<file path="src/design/ppla_pkg.sv">
// Shared types, register codes and arithmetic helpers for the pressure peak level accumulator.
package ppla_pkg;

    localparam int CFG_IDX_W  = 3;
    localparam int CFG_DATA_W = 16;
    localparam int LEVEL_W    = 16;

    localparam logic [CFG_IDX_W-1:0] REG_DECAY_FACTOR   = 3'd0;
    localparam logic [CFG_IDX_W-1:0] REG_USE_AVERAGE    = 3'd1;
    localparam logic [CFG_IDX_W-1:0] REG_WINDOW_LEN     = 3'd2;
    localparam logic [CFG_IDX_W-1:0] REG_PEAK_THRESHOLD = 3'd3;
    localparam logic [CFG_IDX_W-1:0] REG_BOOST_AMOUNT   = 3'd4;

    localparam logic [15:0] RST_DECAY_FACTOR   = 16'd65000;
    localparam logic        RST_USE_AVERAGE    = 1'b1;
    localparam logic [5:0]  RST_WINDOW_LEN     = 6'd16;
    localparam logic [15:0] RST_PEAK_THRESHOLD = 16'd600;
    localparam logic [7:0]  RST_BOOST_AMOUNT   = 8'd0;

    // Division of a 16-bit value by ten as a multiply by ceil(2^19 / 10) and a shift.
    localparam logic [15:0] THR_RECIP = 16'd52429;
    localparam int          THR_SHIFT = 19;

    localparam logic [LEVEL_W-1:0] LEVEL_MAX = 16'hFFFF;

    typedef struct packed {
        logic accept;
        logic update;
        logic div_start;
        logic peak;
        logic boost;
        logic push;
    } t_cmd;

    typedef struct packed {
        logic div_done;
        logic out_free;
    } t_sts;

    function automatic logic [LEVEL_W-1:0] sat_add(input logic [LEVEL_W-1:0] a,
                                                   input logic [LEVEL_W-1:0] b);
        logic [LEVEL_W:0] s;
        s = {1'b0, a} + {1'b0, b};
        return s[LEVEL_W] ? LEVEL_MAX : s[LEVEL_W-1:0];
    endfunction

endpackage

</file>
<file path="src/design/ppla_div.sv">
// Restoring serial divider that produces one quotient bit per cycle.
module ppla_div #(
    parameter int DEND_W = 21,
    parameter int DSOR_W = 6
) (
    input  logic              i_clk,
    input  logic              i_rst_n,
    input  logic              i_start,
    input  logic [DEND_W-1:0] i_dividend,
    input  logic [DSOR_W-1:0] i_divisor,
    output logic              o_done,
    output logic [DEND_W-1:0] o_quot
);
    localparam int CNT_W = $clog2(DEND_W + 1);

    logic              r_busy;
    logic              r_done;
    logic [CNT_W-1:0]  r_cnt;
    logic [DEND_W-1:0] r_quo;
    logic [DSOR_W-1:0] r_rem;
    logic [DSOR_W-1:0] r_dsor;
    logic [DSOR_W:0]   trial;
    logic              fits;

    assign trial = {r_rem, r_quo[DEND_W-1]};
    assign fits  = trial >= {1'b0, r_dsor};

    always_ff @(posedge i_clk) begin
        if (!i_rst_n) begin
            r_busy <= 1'b0;
            r_done <= 1'b0;
            r_cnt  <= '0;
        end else begin
            r_done <= 1'b0;
            if (i_start) begin
                r_busy <= 1'b1;
                r_cnt  <= '0;
            end else if (r_busy) begin
                r_cnt <= r_cnt + 1'b1;
                if (r_cnt == CNT_W'(DEND_W - 1)) begin
                    r_busy <= 1'b0;
                    r_done <= 1'b1;
                end
            end
        end
    end

    always_ff @(posedge i_clk) begin
        if (i_start) begin
            r_quo  <= i_dividend;
            r_rem  <= '0;
            r_dsor <= i_divisor;
        end else if (r_busy) begin
            r_quo <= {r_quo[DEND_W-2:0], fits};
            r_rem <= fits ? DSOR_W'(trial - {1'b0, r_dsor}) : trial[DSOR_W-1:0];
        end
    end

    assign o_done = r_done;
    assign o_quot = r_quo;

endmodule

</file>
<file path="src/design/ppla_dp.sv">
// Datapath: configuration registers, sample window, level arithmetic and output register.
module ppla_dp #(
    parameter int MAX_WINDOW  = 32,
    parameter int SAMPLE_BITS = 16
) (
    input  logic                              i_clk,
    input  logic                              i_rst_n,
    input  ppla_pkg::t_cmd                    i_cmd,
    output ppla_pkg::t_sts                    o_sts,
    input  logic                              i_cfg_we,
    input  logic [ppla_pkg::CFG_IDX_W-1:0]    i_cfg_idx,
    input  logic [ppla_pkg::CFG_DATA_W-1:0]   i_cfg_data,
    input  logic [15:0]                       i_pressure_sample,
    input  logic                              i_boost_active,
    output logic                              o_out_valid,
    input  logic                              i_out_stall,
    output logic [15:0]                       o_level,
    output logic [15:0]                       o_average_pressure,
    output logic                              o_level_changed
);
    import ppla_pkg::*;

    localparam int PTR_W = (MAX_WINDOW > 1) ? $clog2(MAX_WINDOW) : 1;
    localparam int CNT_W = $clog2(MAX_WINDOW + 1);
    localparam int SUM_W = SAMPLE_BITS + $clog2(MAX_WINDOW);

    logic [15:0] r_decay;
    logic        r_use_avg;
    logic [5:0]  r_win_len;
    logic [15:0] r_thr;
    logic [7:0]  r_boost_amt;
    logic [15:0] r_thr_tenth;

    logic [SAMPLE_BITS-1:0] r_mem [MAX_WINDOW];
    logic [SAMPLE_BITS-1:0] r_rd;
    logic [SAMPLE_BITS-1:0] r_sample;
    logic                   r_boost;
    logic [PTR_W-1:0]       r_slot;
    logic [PTR_W-1:0]       r_ptr;
    logic [CNT_W-1:0]       r_fill;
    logic [SUM_W-1:0]       r_sum;
    logic [31:0]            r_prod;
    logic [15:0]            r_level;
    logic                   r_changed;
    logic [15:0]            r_prev;
    logic [15:0]            r_valley;

    logic        r_out_valid;
    logic [15:0] r_o_level;
    logic [15:0] r_o_avg;
    logic        r_o_chg;

    logic [CNT_W-1:0]       len;
    logic [PTR_W-1:0]       ptr_eff;
    logic [SAMPLE_BITS-1:0] old_val;
    logic [CNT_W-1:0]       slot_inc;
    logic [PTR_W-1:0]       n_ptr;
    logic [15:0]            decayed;
    logic                   div_done;
    logic [SUM_W-1:0]       div_quot;
    logic [15:0]            avg16;
    logic [15:0]            check;
    logic [15:0]            rise;
    logic [15:0]            n_level_pk;
    logic [15:0]            n_valley;
    logic [15:0]            n_level_bst;
    logic                   out_take;
    logic                   cfg_wl;

    always_comb begin
        if (r_win_len == 6'd0) begin
            len = CNT_W'(1);
        end else if (32'(r_win_len) > 32'(MAX_WINDOW)) begin
            len = CNT_W'(MAX_WINDOW);
        end else begin
            len = CNT_W'(r_win_len);
        end
    end

    assign ptr_eff  = (CNT_W'(r_ptr) >= len) ? '0 : r_ptr;
    assign old_val  = (CNT_W'(r_slot) < r_fill) ? r_rd : '0;
    assign slot_inc = CNT_W'(r_slot) + CNT_W'(1);
    assign n_ptr    = (slot_inc >= len) ? '0 : PTR_W'(slot_inc);
    assign decayed  = r_prod[31:16];
    assign avg16    = 16'(div_quot[SAMPLE_BITS-1:0]);
    assign check    = r_use_avg ? avg16 : 16'(r_sample);
    assign rise     = r_prev - r_valley;
    assign out_take = r_out_valid && !i_out_stall;
    assign cfg_wl   = i_cfg_we && (i_cfg_idx == REG_WINDOW_LEN);

    // A falling edge after a large enough rise adds the rise and restarts the valley.
    always_comb begin
        n_level_pk = r_level;
        n_valley   = r_valley;
        if (check < r_prev) begin
            if ((r_prev > r_valley) && (rise >= r_thr_tenth)) begin
                n_level_pk = sat_add(r_level, rise);
                n_valley   = check;
            end
            if (check < n_valley) begin
                n_valley = check;
            end
        end
    end

    assign n_level_bst = (r_boost && (r_boost_amt != 8'd0))
                         ? sat_add(r_level, 16'(r_boost_amt)) : r_level;

    ppla_div #(
        .DEND_W (SUM_W),
        .DSOR_W (CNT_W)
    ) u_div (
        .i_clk      (i_clk),
        .i_rst_n    (i_rst_n),
        .i_start    (i_cmd.div_start),
        .i_dividend (r_sum),
        .i_divisor  (len),
        .o_done     (div_done),
        .o_quot     (div_quot)
    );

    always_ff @(posedge i_clk) begin
        if (!i_rst_n) begin
            r_decay     <= RST_DECAY_FACTOR;
            r_use_avg   <= RST_USE_AVERAGE;
            r_win_len   <= RST_WINDOW_LEN;
            r_thr       <= RST_PEAK_THRESHOLD;
            r_boost_amt <= RST_BOOST_AMOUNT;
        end else if (i_cfg_we) begin
            unique case (i_cfg_idx)
                REG_DECAY_FACTOR:   r_decay     <= i_cfg_data[15:0];
                REG_USE_AVERAGE:    r_use_avg   <= i_cfg_data[0];
                REG_WINDOW_LEN:     r_win_len   <= i_cfg_data[5:0];
                REG_PEAK_THRESHOLD: r_thr       <= i_cfg_data[15:0];
                REG_BOOST_AMOUNT:   r_boost_amt <= i_cfg_data[7:0];
                default: begin
                end
            endcase
        end
    end

    always_ff @(posedge i_clk) begin
        r_thr_tenth <= 16'((32'(r_thr) * 32'(THR_RECIP)) >> THR_SHIFT);
    end

    always_ff @(posedge i_clk) begin
        if (i_cmd.accept) begin
            r_rd <= r_mem[ptr_eff];
        end
        if (i_cmd.update) begin
            r_mem[r_slot] <= r_sample;
        end
    end

    always_ff @(posedge i_clk) begin
        if (i_cmd.accept) begin
            r_sample <= i_pressure_sample[SAMPLE_BITS-1:0];
            r_boost  <= i_boost_active;
            r_slot   <= ptr_eff;
            r_prod   <= 32'(r_level) * 32'(r_decay);
        end
    end

    always_ff @(posedge i_clk) begin
        if (!i_rst_n) begin
            r_sum     <= '0;
            r_ptr     <= '0;
            r_fill    <= '0;
            r_level   <= '0;
            r_changed <= 1'b0;
            r_prev    <= '0;
            r_valley  <= '0;
        end else begin
            if (cfg_wl) begin
                r_sum  <= '0;
                r_ptr  <= '0;
                r_fill <= '0;
            end else if (i_cmd.update) begin
                r_sum <= r_sum - SUM_W'(old_val) + SUM_W'(r_sample);
                r_ptr <= n_ptr;
                if (CNT_W'(r_slot) == r_fill) begin
                    r_fill <= r_fill + CNT_W'(1);
                end
            end
            if (i_cmd.update) begin
                r_level   <= decayed;
                r_changed <= decayed != r_level;
            end
            if (i_cmd.peak) begin
                r_level  <= n_level_pk;
                r_valley <= n_valley;
                r_prev   <= check;
                if (n_level_pk != r_level) begin
                    r_changed <= 1'b1;
                end
            end
            if (i_cmd.boost) begin
                r_level <= n_level_bst;
                if (n_level_bst != r_level) begin
                    r_changed <= 1'b1;
                end
            end
        end
    end

    always_ff @(posedge i_clk) begin
        if (!i_rst_n) begin
            r_out_valid <= 1'b0;
        end else if (i_cmd.push) begin
            r_out_valid <= 1'b1;
        end else if (out_take) begin
            r_out_valid <= 1'b0;
        end
    end

    always_ff @(posedge i_clk) begin
        if (i_cmd.push) begin
            r_o_level <= r_level;
            r_o_avg   <= avg16;
            r_o_chg   <= r_changed;
        end
    end

    assign o_sts.div_done   = div_done;
    assign o_sts.out_free   = !r_out_valid || out_take;
    assign o_out_valid        = r_out_valid;
    assign o_level            = r_o_level;
    assign o_average_pressure = r_o_avg;
    assign o_level_changed    = r_o_chg;

    a_ptr_in_window: assert property (@(posedge i_clk) disable iff (!i_rst_n)
        CNT_W'(r_ptr) < len)
        else $error("Window pointer is outside the active window.");

    a_fill_in_window: assert property (@(posedge i_clk) disable iff (!i_rst_n)
        r_fill <= len)
        else $error("Window fill count exceeds the active window length.");

    a_push_sets_valid: assert property (@(posedge i_clk) disable iff (!i_rst_n)
        i_cmd.push |=> r_out_valid)
        else $error("Result was pushed but the output register is empty.");

    a_push_when_free: assert property (@(posedge i_clk) disable iff (!i_rst_n)
        i_cmd.push |-> (!r_out_valid || !i_out_stall))
        else $error("Result pushed over a beat that has not been taken.");

endmodule

</file>
<file path="src/design/ppla_ctrl.sv">
// Controller state machine that sequences the datapath through one sample.
module ppla_ctrl (
    input  logic           i_clk,
    input  logic           i_rst_n,
    input  logic           i_in_valid,
    output logic           o_in_stall,
    input  ppla_pkg::t_sts i_sts,
    output ppla_pkg::t_cmd o_cmd
);
    import ppla_pkg::*;

    localparam logic [2:0] S_IDLE  = 3'd0;
    localparam logic [2:0] S_UPD   = 3'd1;
    localparam logic [2:0] S_DIVS  = 3'd2;
    localparam logic [2:0] S_DIVW  = 3'd3;
    localparam logic [2:0] S_PEAK  = 3'd4;
    localparam logic [2:0] S_BOOST = 3'd5;
    localparam logic [2:0] S_PUSH  = 3'd6;

    logic [2:0] r_state;
    logic [2:0] n_state;

    always_comb begin
        n_state = r_state;
        unique case (r_state)
            S_IDLE:  if (i_in_valid) n_state = S_UPD;
            S_UPD:   n_state = S_DIVS;
            S_DIVS:  n_state = S_DIVW;
            S_DIVW:  if (i_sts.div_done) n_state = S_PEAK;
            S_PEAK:  n_state = S_BOOST;
            S_BOOST: n_state = S_PUSH;
            S_PUSH:  if (i_sts.out_free) n_state = S_IDLE;
            default: n_state = S_IDLE;
        endcase
    end

    always_ff @(posedge i_clk) begin
        if (!i_rst_n) begin
            r_state <= S_IDLE;
        end else begin
            r_state <= n_state;
        end
    end

    assign o_in_stall      = r_state != S_IDLE;
    assign o_cmd.accept    = (r_state == S_IDLE) && i_in_valid;
    assign o_cmd.update    = r_state == S_UPD;
    assign o_cmd.div_start = r_state == S_DIVS;
    assign o_cmd.peak      = r_state == S_PEAK;
    assign o_cmd.boost     = r_state == S_BOOST;
    assign o_cmd.push      = (r_state == S_PUSH) && i_sts.out_free;

endmodule

</file>
<file path="src/design/pressure_peak_level_accumulator.sv">
// Top level of the pressure peak level accumulator: controller plus datapath.
//
//  Channel  Direction  Handshake                 Beat contents
//  input    in         i_in_valid / o_in_stall   i_pressure_sample, i_boost_active
//  output   out        o_out_valid / i_out_stall o_level, o_average_pressure, o_level_changed
//  config   in         i_cfg_we                  i_cfg_idx, i_cfg_data
//
// Each accepted sample passes in turn through the update, divider, peak, boost and push
// states; the serial divider that forms the window average works on a dividend of
// SUM_W = SAMPLE_BITS + clog2(MAX_WINDOW) bits. No new sample is accepted before push.
// Reset is synchronous and active low and restores the register defaults and an empty window.
// A new sample is accepted while the previous result still waits in the output register;
// a stalled output holds the block only when the next result is ready to be written.
module pressure_peak_level_accumulator #(
    parameter int MAX_WINDOW  = 32,
    parameter int SAMPLE_BITS = 16
) (
    input  logic                            i_clk,
    input  logic                            i_rst_n,
    input  logic                            i_cfg_we,
    input  logic [ppla_pkg::CFG_IDX_W-1:0]  i_cfg_idx,
    input  logic [ppla_pkg::CFG_DATA_W-1:0] i_cfg_data,
    input  logic                            i_in_valid,
    output logic                            o_in_stall,
    input  logic [15:0]                     i_pressure_sample,
    input  logic                            i_boost_active,
    output logic                            o_out_valid,
    input  logic                            i_out_stall,
    output logic [15:0]                     o_level,
    output logic [15:0]                     o_average_pressure,
    output logic                            o_level_changed
);
    import ppla_pkg::*;

    t_cmd cmd;
    t_sts sts;

    ppla_ctrl u_ctrl (
        .i_clk      (i_clk),
        .i_rst_n    (i_rst_n),
        .i_in_valid (i_in_valid),
        .o_in_stall (o_in_stall),
        .i_sts      (sts),
        .o_cmd      (cmd)
    );

    ppla_dp #(
        .MAX_WINDOW  (MAX_WINDOW),
        .SAMPLE_BITS (SAMPLE_BITS)
    ) u_dp (
        .i_clk              (i_clk),
        .i_rst_n            (i_rst_n),
        .i_cmd              (cmd),
        .o_sts              (sts),
        .i_cfg_we           (i_cfg_we),
        .i_cfg_idx          (i_cfg_idx),
        .i_cfg_data         (i_cfg_data),
        .i_pressure_sample  (i_pressure_sample),
        .i_boost_active     (i_boost_active),
        .o_out_valid        (o_out_valid),
        .i_out_stall        (i_out_stall),
        .o_level            (o_level),
        .o_average_pressure (o_average_pressure),
        .o_level_changed    (o_level_changed)
    );

endmodule
</file>
<file path="config.mk">
export PLATFORM = sky130hd
export DESIGN_NAME = pressure_peak_level_accumulator
export DESIGN_NICKNAME = d
export VERILOG_FILES = /design/src/design/ppla_pkg.sv /design/src/design/ppla_div.sv /design/src/design/ppla_dp.sv /design/src/design/ppla_ctrl.sv /design/src/design/pressure_peak_level_accumulator.sv
export SDC_FILE = /design/constraint.sdc
export NUM_CORES = 2
export LEC_CHECK = 0
export BUFFER_PORTS_ARGS = -buffer_cell sky130_fd_sc_hd__buf_2
export CAP_MARGIN = 20
export CORE_ASPECT_RATIO = 1.1
export CORE_MARGIN = 2
export CORE_UTILIZATION = 53
export CTS_BUF_LIST = sky130_fd_sc_hd__clkbuf_4 sky130_fd_sc_hd__clkbuf_8
export CTS_CLUSTER_SIZE = 8
export DETAILED_ROUTE_END_ITERATION = 10
export GPL_TIMING_DRIVEN = 0
export PLACE_DENSITY = 0.8
export SKIP_LAST_GASP = 1
export SYNTH_ARGS = -nofsm -noshare
export SYNTH_HDL_FRONTEND = slang
export SYNTH_SLANG_ARGS = --single-unit
</file>
<file path="constraint.sdc">
create_clock -name i_clk -period 9.62 [get_ports i_clk]
set_clock_uncertainty 0.2 [all_clocks]
set_input_delay 0.962 -clock i_clk [delete_from_list [all_inputs] [get_ports i_clk]]
set_output_delay 0.962 -clock i_clk [all_outputs]
set_load 0.02 [all_outputs]
</file>
======== Word level (Yosys, flattened, before mapping) ========
Memories as Yosys holds them, arrays and structs flattened. A register that Yosys moved wholly into a read port is not among the register bits.
Index checks and enable logic that the tools add are counted.
operators by class
  add/subtract/negate cells ............... 9
  multiply operators ...................... 2
  divide/modulo/power cells ............... 0
  order comparisons ....................... 9
  equal/unequal tests ..................... 18
  shifts and indexed selects .............. 0
  multiplexer cells ....................... 37
  bitwise operators ....................... 2
  reduce and logical (&&, ||, !) cells .... 28
operator list
  operator                count
  $mux 16                 13
  $ne 16x16->1            3
  $mux 21                 2
  $lt 16x16->1            2
  $mul 16x16->32          1
  $mul 16x16->32 const B  1
  $add 21x16->21          1
  $pmux 3 s7              1
  $sub 21x16->21          1
  $mux 6                  3
  $add 16x16->17          1
  $add 16x8->17           1
  $ge 16x13->1            1
  $gt 16x16->1            1
  $sub 16x16->16          1
  $reduce_and 2->1        7
  $mux 1                  13
  $eq 3x2->1 const B      4
  $eq 3x3->1 const B      4
  $mux 5                  2
  $mux 3                  3
  $reduce_bool 8->1       1
  $ge 7x6->1              1
  $add 5x1->6 const B     1
  other kinds (23)        36
storage, ports and cells
  register bits ........................... 272
  bits in latches ......................... 0
  bits in writable memories ............... 512
  ROM bits ................................ 0
  bits of input ports ..................... 41
  memories ................................ 1
memory list
  name        words  width  rd ports  clocked after Yosys merged registers in  write ports  RTL line       text
  u_dp.r_mem  32     16     1         1                                        1            ppla_dp.sv:34  logic [SAMPLE_BITS-1:0] r_mem [MAX_WINDOW];

======== Logic depth before layout (Yosys ltp) ========
  depth after elaboration ................. 10
  gate-level depth with buffers ........... 34
  mapped depth without buffers ............ 32

======== Hierarchy ========
A second synthesis with hierarchy kept.
second synthesis, totals
  cell total of the unflattened synthesis .. 4337
  area, all modules ....................... 48392.7 sq um
by module, submodules not included
  module     times used  cells an instance  area an instance (sq um)  seq. area each (sq um)
  ppla_dp    1           4157               46231.8                   20830.0
  ppla_div   1           156                1939.4                    1071.0
  ppla_ctrl  1           24                 221.5                     60.1

======== Worst setup path after synthesis ========
OpenSTA, ideal clock, no wires.
  path type ............................... flip-flop to flip-flop
  from .................................... register u_dp.r_level[7]
  to ...................................... register u_dp.r_prod[31] (data pin)
  arrival time ............................ 6.350 ns
  data required time ...................... 9.160 ns
  setup slack ............................. 2.810 ns
  cell stages (with the launch flop) ...... 27
  path buffers ............................ 3
  clock period less this slack ............ 6.810 ns
  cell sequence ........................... dfxtp_1 > clkbuf_1 > clkbuf_1 > clkbuf_1 > nand2_1 > fa_1 > inv_1 > fa_1 > inv_1 > fa_1 > inv_1 > fa_1 > fa_1 > inv_1 > fa_1 > inv_1 > ha_1 > a211oi_1 > o21ai_0 > o21ai_0 > a21oi_1 > or3_1 > a21oi_1 > a21oi_1 > a211o_1 > a21oi_1 > xnor2_1
on the way
  cells in the longest elaborated chain, start to end .. 1
ends and longest elaborated chain
  element                   RTL line        text
  start: declaration        ppla_dp.sv:43   logic [15:0] r_level;
  start signal: assignment  ppla_dp.sv:186  r_level <= decayed;
  start signal: assignment  ppla_dp.sv:190  r_level <= n_level_pk;
  start signal: assignment  ppla_dp.sv:198  r_level <= n_level_bst;
  $mul 16x16->32            ppla_dp.sv:160  r_prod <= 32'(r_level) * 32'(r_decay);
  end signal: assignment    ppla_dp.sv:160
  end: declaration          ppla_dp.sv:42   logic [31:0] r_prod;
No other way between the ends.
A chain may end at the register's enable or synchronous reset.

======== Worst setup path after layout ========
  from .................................... register u_dp.r_level[9]
  to ...................................... register u_dp.r_prod[31] (data pin)
Same word-level chain as after synthesis.

==> results.yml <==
die:
  ioPinCount: 76
  die_height_um: 320
  die_area_mm2: 0.0934
  start_util_pct: 53.2
  coreArea_mm2: 0.0906
  die_width_um: 292
  rows: 116
clock_tree:
  clock_tree.buffer_depth: 3
  cts.sink_count: 784
  maximum_level_of_the_cts_h_tree: 4
  tritoncts: "yes"
  post_cts.repair.setup_buffers: 0
  clock_insertion_delay_worst_skew_ns: 0.81
  cts_buffers: 132
  cts.repair.resized: 0
  clk_pin_slew_ns: 0.06
  ctsRootBufferMaster: "sky130_fd_sc_hd__clkbuf_8"
  ctsHoldBuffers: 0
yosys:
  synth_nets: 4934
  synth.lib_cells_used.distinct: 88
  postSynth.asyncResetShare_pct: 0
  synth_flop_cell: "sky130_fd_sc_hd__edfxtp_1"
  synthTopCellsByArea: "sky130_fd_sc_hd__edfxtp_1, sky130_fd_sc_hd__fa_1, sky130_fd_sc_hd__ha_1, sky130_fd_sc_hd__dfxtp_1, sky130_fd_sc_hd__inv_1"
  yosys.cell_count.top_type: "sky130_fd_sc_hd__edfxtp_1"
  syn-instance-count: 4234
  synth.cells.most_frequent: "sky130_fd_sc_hd__edfxtp_1, sky130_fd_sc_hd__inv_1, sky130_fd_sc_hd__nand2_1, sky130_fd_sc_hd__ha_1, sky130_fd_sc_hd__fa_1"
  yosys_register_bits: 784
  synth_edf_count: 626
  synth_area_per_cell_um2: 11.4
  yosys_warnings: 0
  yosys.area.top_type: "sky130_fd_sc_hd__edfxtp_1"
  synth.cell_area_mm2: 0.0482
  fraction_of_post_synthesis_cell_area_in_the_top_cell_type_by_area_pct: 39.0
  synth-seq-area-share_pct: 45.6
critical_path:
  largest_stage_delay_worst_path_ns: 0.74
  worst_ep_required_time_ns: 9.95
  r2r-end: "u_dp.r_prod[31]$_DFFE_PP_"
  timing.critical_path.from: "u_dp.r_level[9]$_SDFFE_PN0P_"
  worst_ep_arrival_time_ns: 8.97
  endpoint_kind: "flop"
  path_class: "reg -> reg"
  critical_path.slowest_cell: "sky130_fd_sc_hd__clkbuf_1"
  setup.worst_path.start_class: "flop"
  worst-r2r-setup-slack_ns: 0.98
  crit_path_end: "u_dp.r_prod[31]$_DFFE_PP_"
  timing.critical_path.mode_cell: "sky130_fd_sc_hd__fa_1"
  r2r_cells: 26
  critical_path.reg2reg.startpoint: "u_dp.r_level[9]$_SDFFE_PN0P_"
  path_max_fanout: 10
drt:
  finalWirelength_um: 126000
  routed-via-count: 34130
  drt_pre_antenna_iters: 6
  routed_len_inst_um: 22.0
  drt-vias-per-instance: 5.93
  count_of_nets_left_with_antenna_violations_after_detail_routing: 0
  drt-initial-drc-count: 3324
  drc: 0
timing:
  finalHoldViolations: 0
  setup_tns_final_ns: 0
  fmaxAchievable_ghz: 0.116
  hold-worst-slack_ns: 0.125
  slew-limit-headroom_pct: 24.2
  layout_setup_ws_ns: 0.985
  layout_min_cycle_time_ns: 8.64
  period_share_pct: 89.8
  unrepaired_setup_endpoints_after_global_routing: "no"
  max_slew.worst_pin.slew_ns: 1.13
  setup_viol_count_final: 0
  slew_violations: 0
power_and_ir_drop:
  static_leak_nw: 21.3
  power.sequential.fraction_pct: 37.0
  vdd_ir_drop_max_v: 0.000219
  switching_pwr_mw: 3.85
  internal_cell_power_mw: 7.03
  power_density_mw_per_mm2: 204
  clock_power_share_pct: 27.7
  switching_share_pct: 35.4
  p_comb_share_pct: 35.4
global_route:
  grt_max_degree: 34
  grt_antenna_before_repair: 1
  grt-ovfl-total: 0
  aggregate_global_route_resource_usage_pct: 27.2
  grt_first_pass_wirelength_um: 195000
  first_global_vias: 35215
finish:
  final_nets: 5188
  multi_input_comb_area_mm2: 0.0234
  final.fill_count: 7202
  drive_gt1_share_pct: 10.3
  area_growth_syn_to_layout_pct: 10.9
  ff_latch_area_mm2: 0.0220
placed_design:
  io_buffers: 75
  place_congestion: 1.01
  preCtsSetupSlack_ns: 1.17
  detailedPlacementHpwl_um: 95300
run_status:
  outcome: "complete, no violations"
min_path:
  hold_path.class: "in -> reg"
  timing.hold.worst_path_depth: 1
job:
  max-cap-violations: 0
## per-stage QoR
stage,area (µm²),instances,total power [mW],util [%]
6_report,53400,5753,10.9,59.0
5_1_grt,53400,5753,11.5,59.0
4_1_cts,53400,5749,10.9,58.9
3_5_place_dp,50800,5531,7.86,56.0
3_3_place_gp,50100,5489,7.73,55.3
2_1_floorplan,48200,4234,6.69,-
## power by group through the flow
stage	clock network, mW	logic, mW	registers (mW)
after floorplan	0	2.65	4.04
after global placement	0	3.61	4.12
after detailed placement	0	3.77	4.09
after CTS	3.04	3.82	4.02
after global routing	3.18	4.33	4.03
final	3.01	3.85	4.02
## critical path, delay by kind of cell, from the launching register on
| kind | cells | cell delay (ns) |
|---|---|---|
| AOI/OAI and AO/OA | 8 | 1.72 |
| xor gates and xnor gates | 1 | 0.07 |
| adders and majority gates | 7 | 3.25 |
| buffers and inverters | 8 | 1.98 |
| DFF | 1 | 0.44 |
| and+or+nand+nor | 2 | 0.66 |
## registers in the layout, indices dropped and copies added, names as in the netlist, 8 cells and up
register,flops
u_dp.r_prev,16
u_dp.r_sum,21
u_dp.r_mem,512
u_dp.r_sample,16
u_dp.r_level,16
u_dp.o_level,16
u_dp.r_prod,16
u_dp.r_thr_tenth,13
u_dp.u_div.o_quot,21
u_dp.r_boost_amt,8
u_dp.r_rd,16
u_dp.r_valley,16
u_dp.r_thr,16
u_dp.o_average_pressure,16
u_dp.r_decay,16
## placed cells by master, fill, tap and decap left out, types with 32 or more instances in the layout
| cell | n |
|---|---|
| sky130_fd_sc_hd__edfxtp_1 | 626 |
| sky130_fd_sc_hd__inv_1 | 545 |
| sky130_fd_sc_hd__nand2_1 | 384 |
| sky130_fd_sc_hd__ha_1 | 365 |
| sky130_fd_sc_hd__fa_1 | 294 |
| sky130_fd_sc_hd__a21oi_1 | 190 |
| sky130_fd_sc_hd__nor2_1 | 179 |
| sky130_fd_sc_hd__o21ai_0 | 172 |
| sky130_fd_sc_hd__clkbuf_1 | 159 |
| sky130_fd_sc_hd__dfxtp_1 | 158 |
| sky130_fd_sc_hd__clkbuf_8 | 137 |
| sky130_fd_sc_hd__and2_1 | 124 |
| sky130_fd_sc_hd__mux2i_1 | 124 |
| sky130_fd_sc_hd__buf_2 | 96 |
| sky130_fd_sc_hd__xnor2_1 | 76 |
| sky130_fd_sc_hd__o22ai_1 | 70 |
| sky130_fd_sc_hd__a211oi_1 | 66 |
| sky130_fd_sc_hd__nand3_1 | 61 |
| sky130_fd_sc_hd__a21o_1 | 51 |
| sky130_fd_sc_hd__nor3_1 | 42 |
| sky130_fd_sc_hd__clkbuf_4 | 40 |
| sky130_fd_sc_hd__nor2b_1 | 37 |
| sky130_fd_sc_hd__mux2_2 | 33 |
| sky130_fd_sc_hd__mux4_2 | 32 |
## cell type report
class | count | share of cell area [%]
multi-input cells | 2700 | 43.8
inverters | 550 | 3.86
diodes | 1 | 0.00468
flip-flops and latches | 784 | 41.1
clock inverters | 41 | 0.787
clock buffers | 177 | 4.09
repair buffers | 120 | 2.07
plain buffers | 200 | 1.52
well taps | 1180 | 2.76
## routing by layer
layer	global-route usage, %	part of all wire (%)	vias up
li1	-	-	15365
met1	31.5	36	16647
met2	47.1	50	1705
met3	5.34	8.1	413
met4	15.9	5.9	0
met5	0	0	-
## worst min-delay path by stage
stage / start / to / slack [ns]
2_1_floorplan: u_dp.r_changed$_SDFF_PN0_ / u_dp.o_level_changed$_DFFE_PP_ / 0.21
3_3_place_gp: u_dp.r_sum[3]$_SDFFE_PP0P_ / u_dp.r_sum[3]$_SDFFE_PP0P_ / 0.24
3_5_place_dp: u_dp.r_sum[11]$_SDFFE_PP0P_ / u_dp.r_sum[11]$_SDFFE_PP0P_ / 0.24
4_1_cts: i_pressure_sample[2] / u_dp.r_sample[2]$_DFFE_PP_ / 0.07
5_1_grt: i_pressure_sample[2] / u_dp.r_sample[2]$_DFFE_PP_ / 0.1
6_report: i_pressure_sample[2] / u_dp.r_sample[2]$_DFFE_PP_ / 0.12
## logic make-up after synthesis
logic type | Yosys count | share of synthesized area, %
buffers and inverters | 750 | 5.96
adders and majority gates | 659 | 21.7
DFF | 784 | 45.6
and+or+nand+nor | 952 | 9.22
muxes | 190 | 4.86
AOI/OAI and AO/OA | 796 | 10.8
xor gates and xnor gates | 103 | 1.87
(Power assumes the default switching activity.)
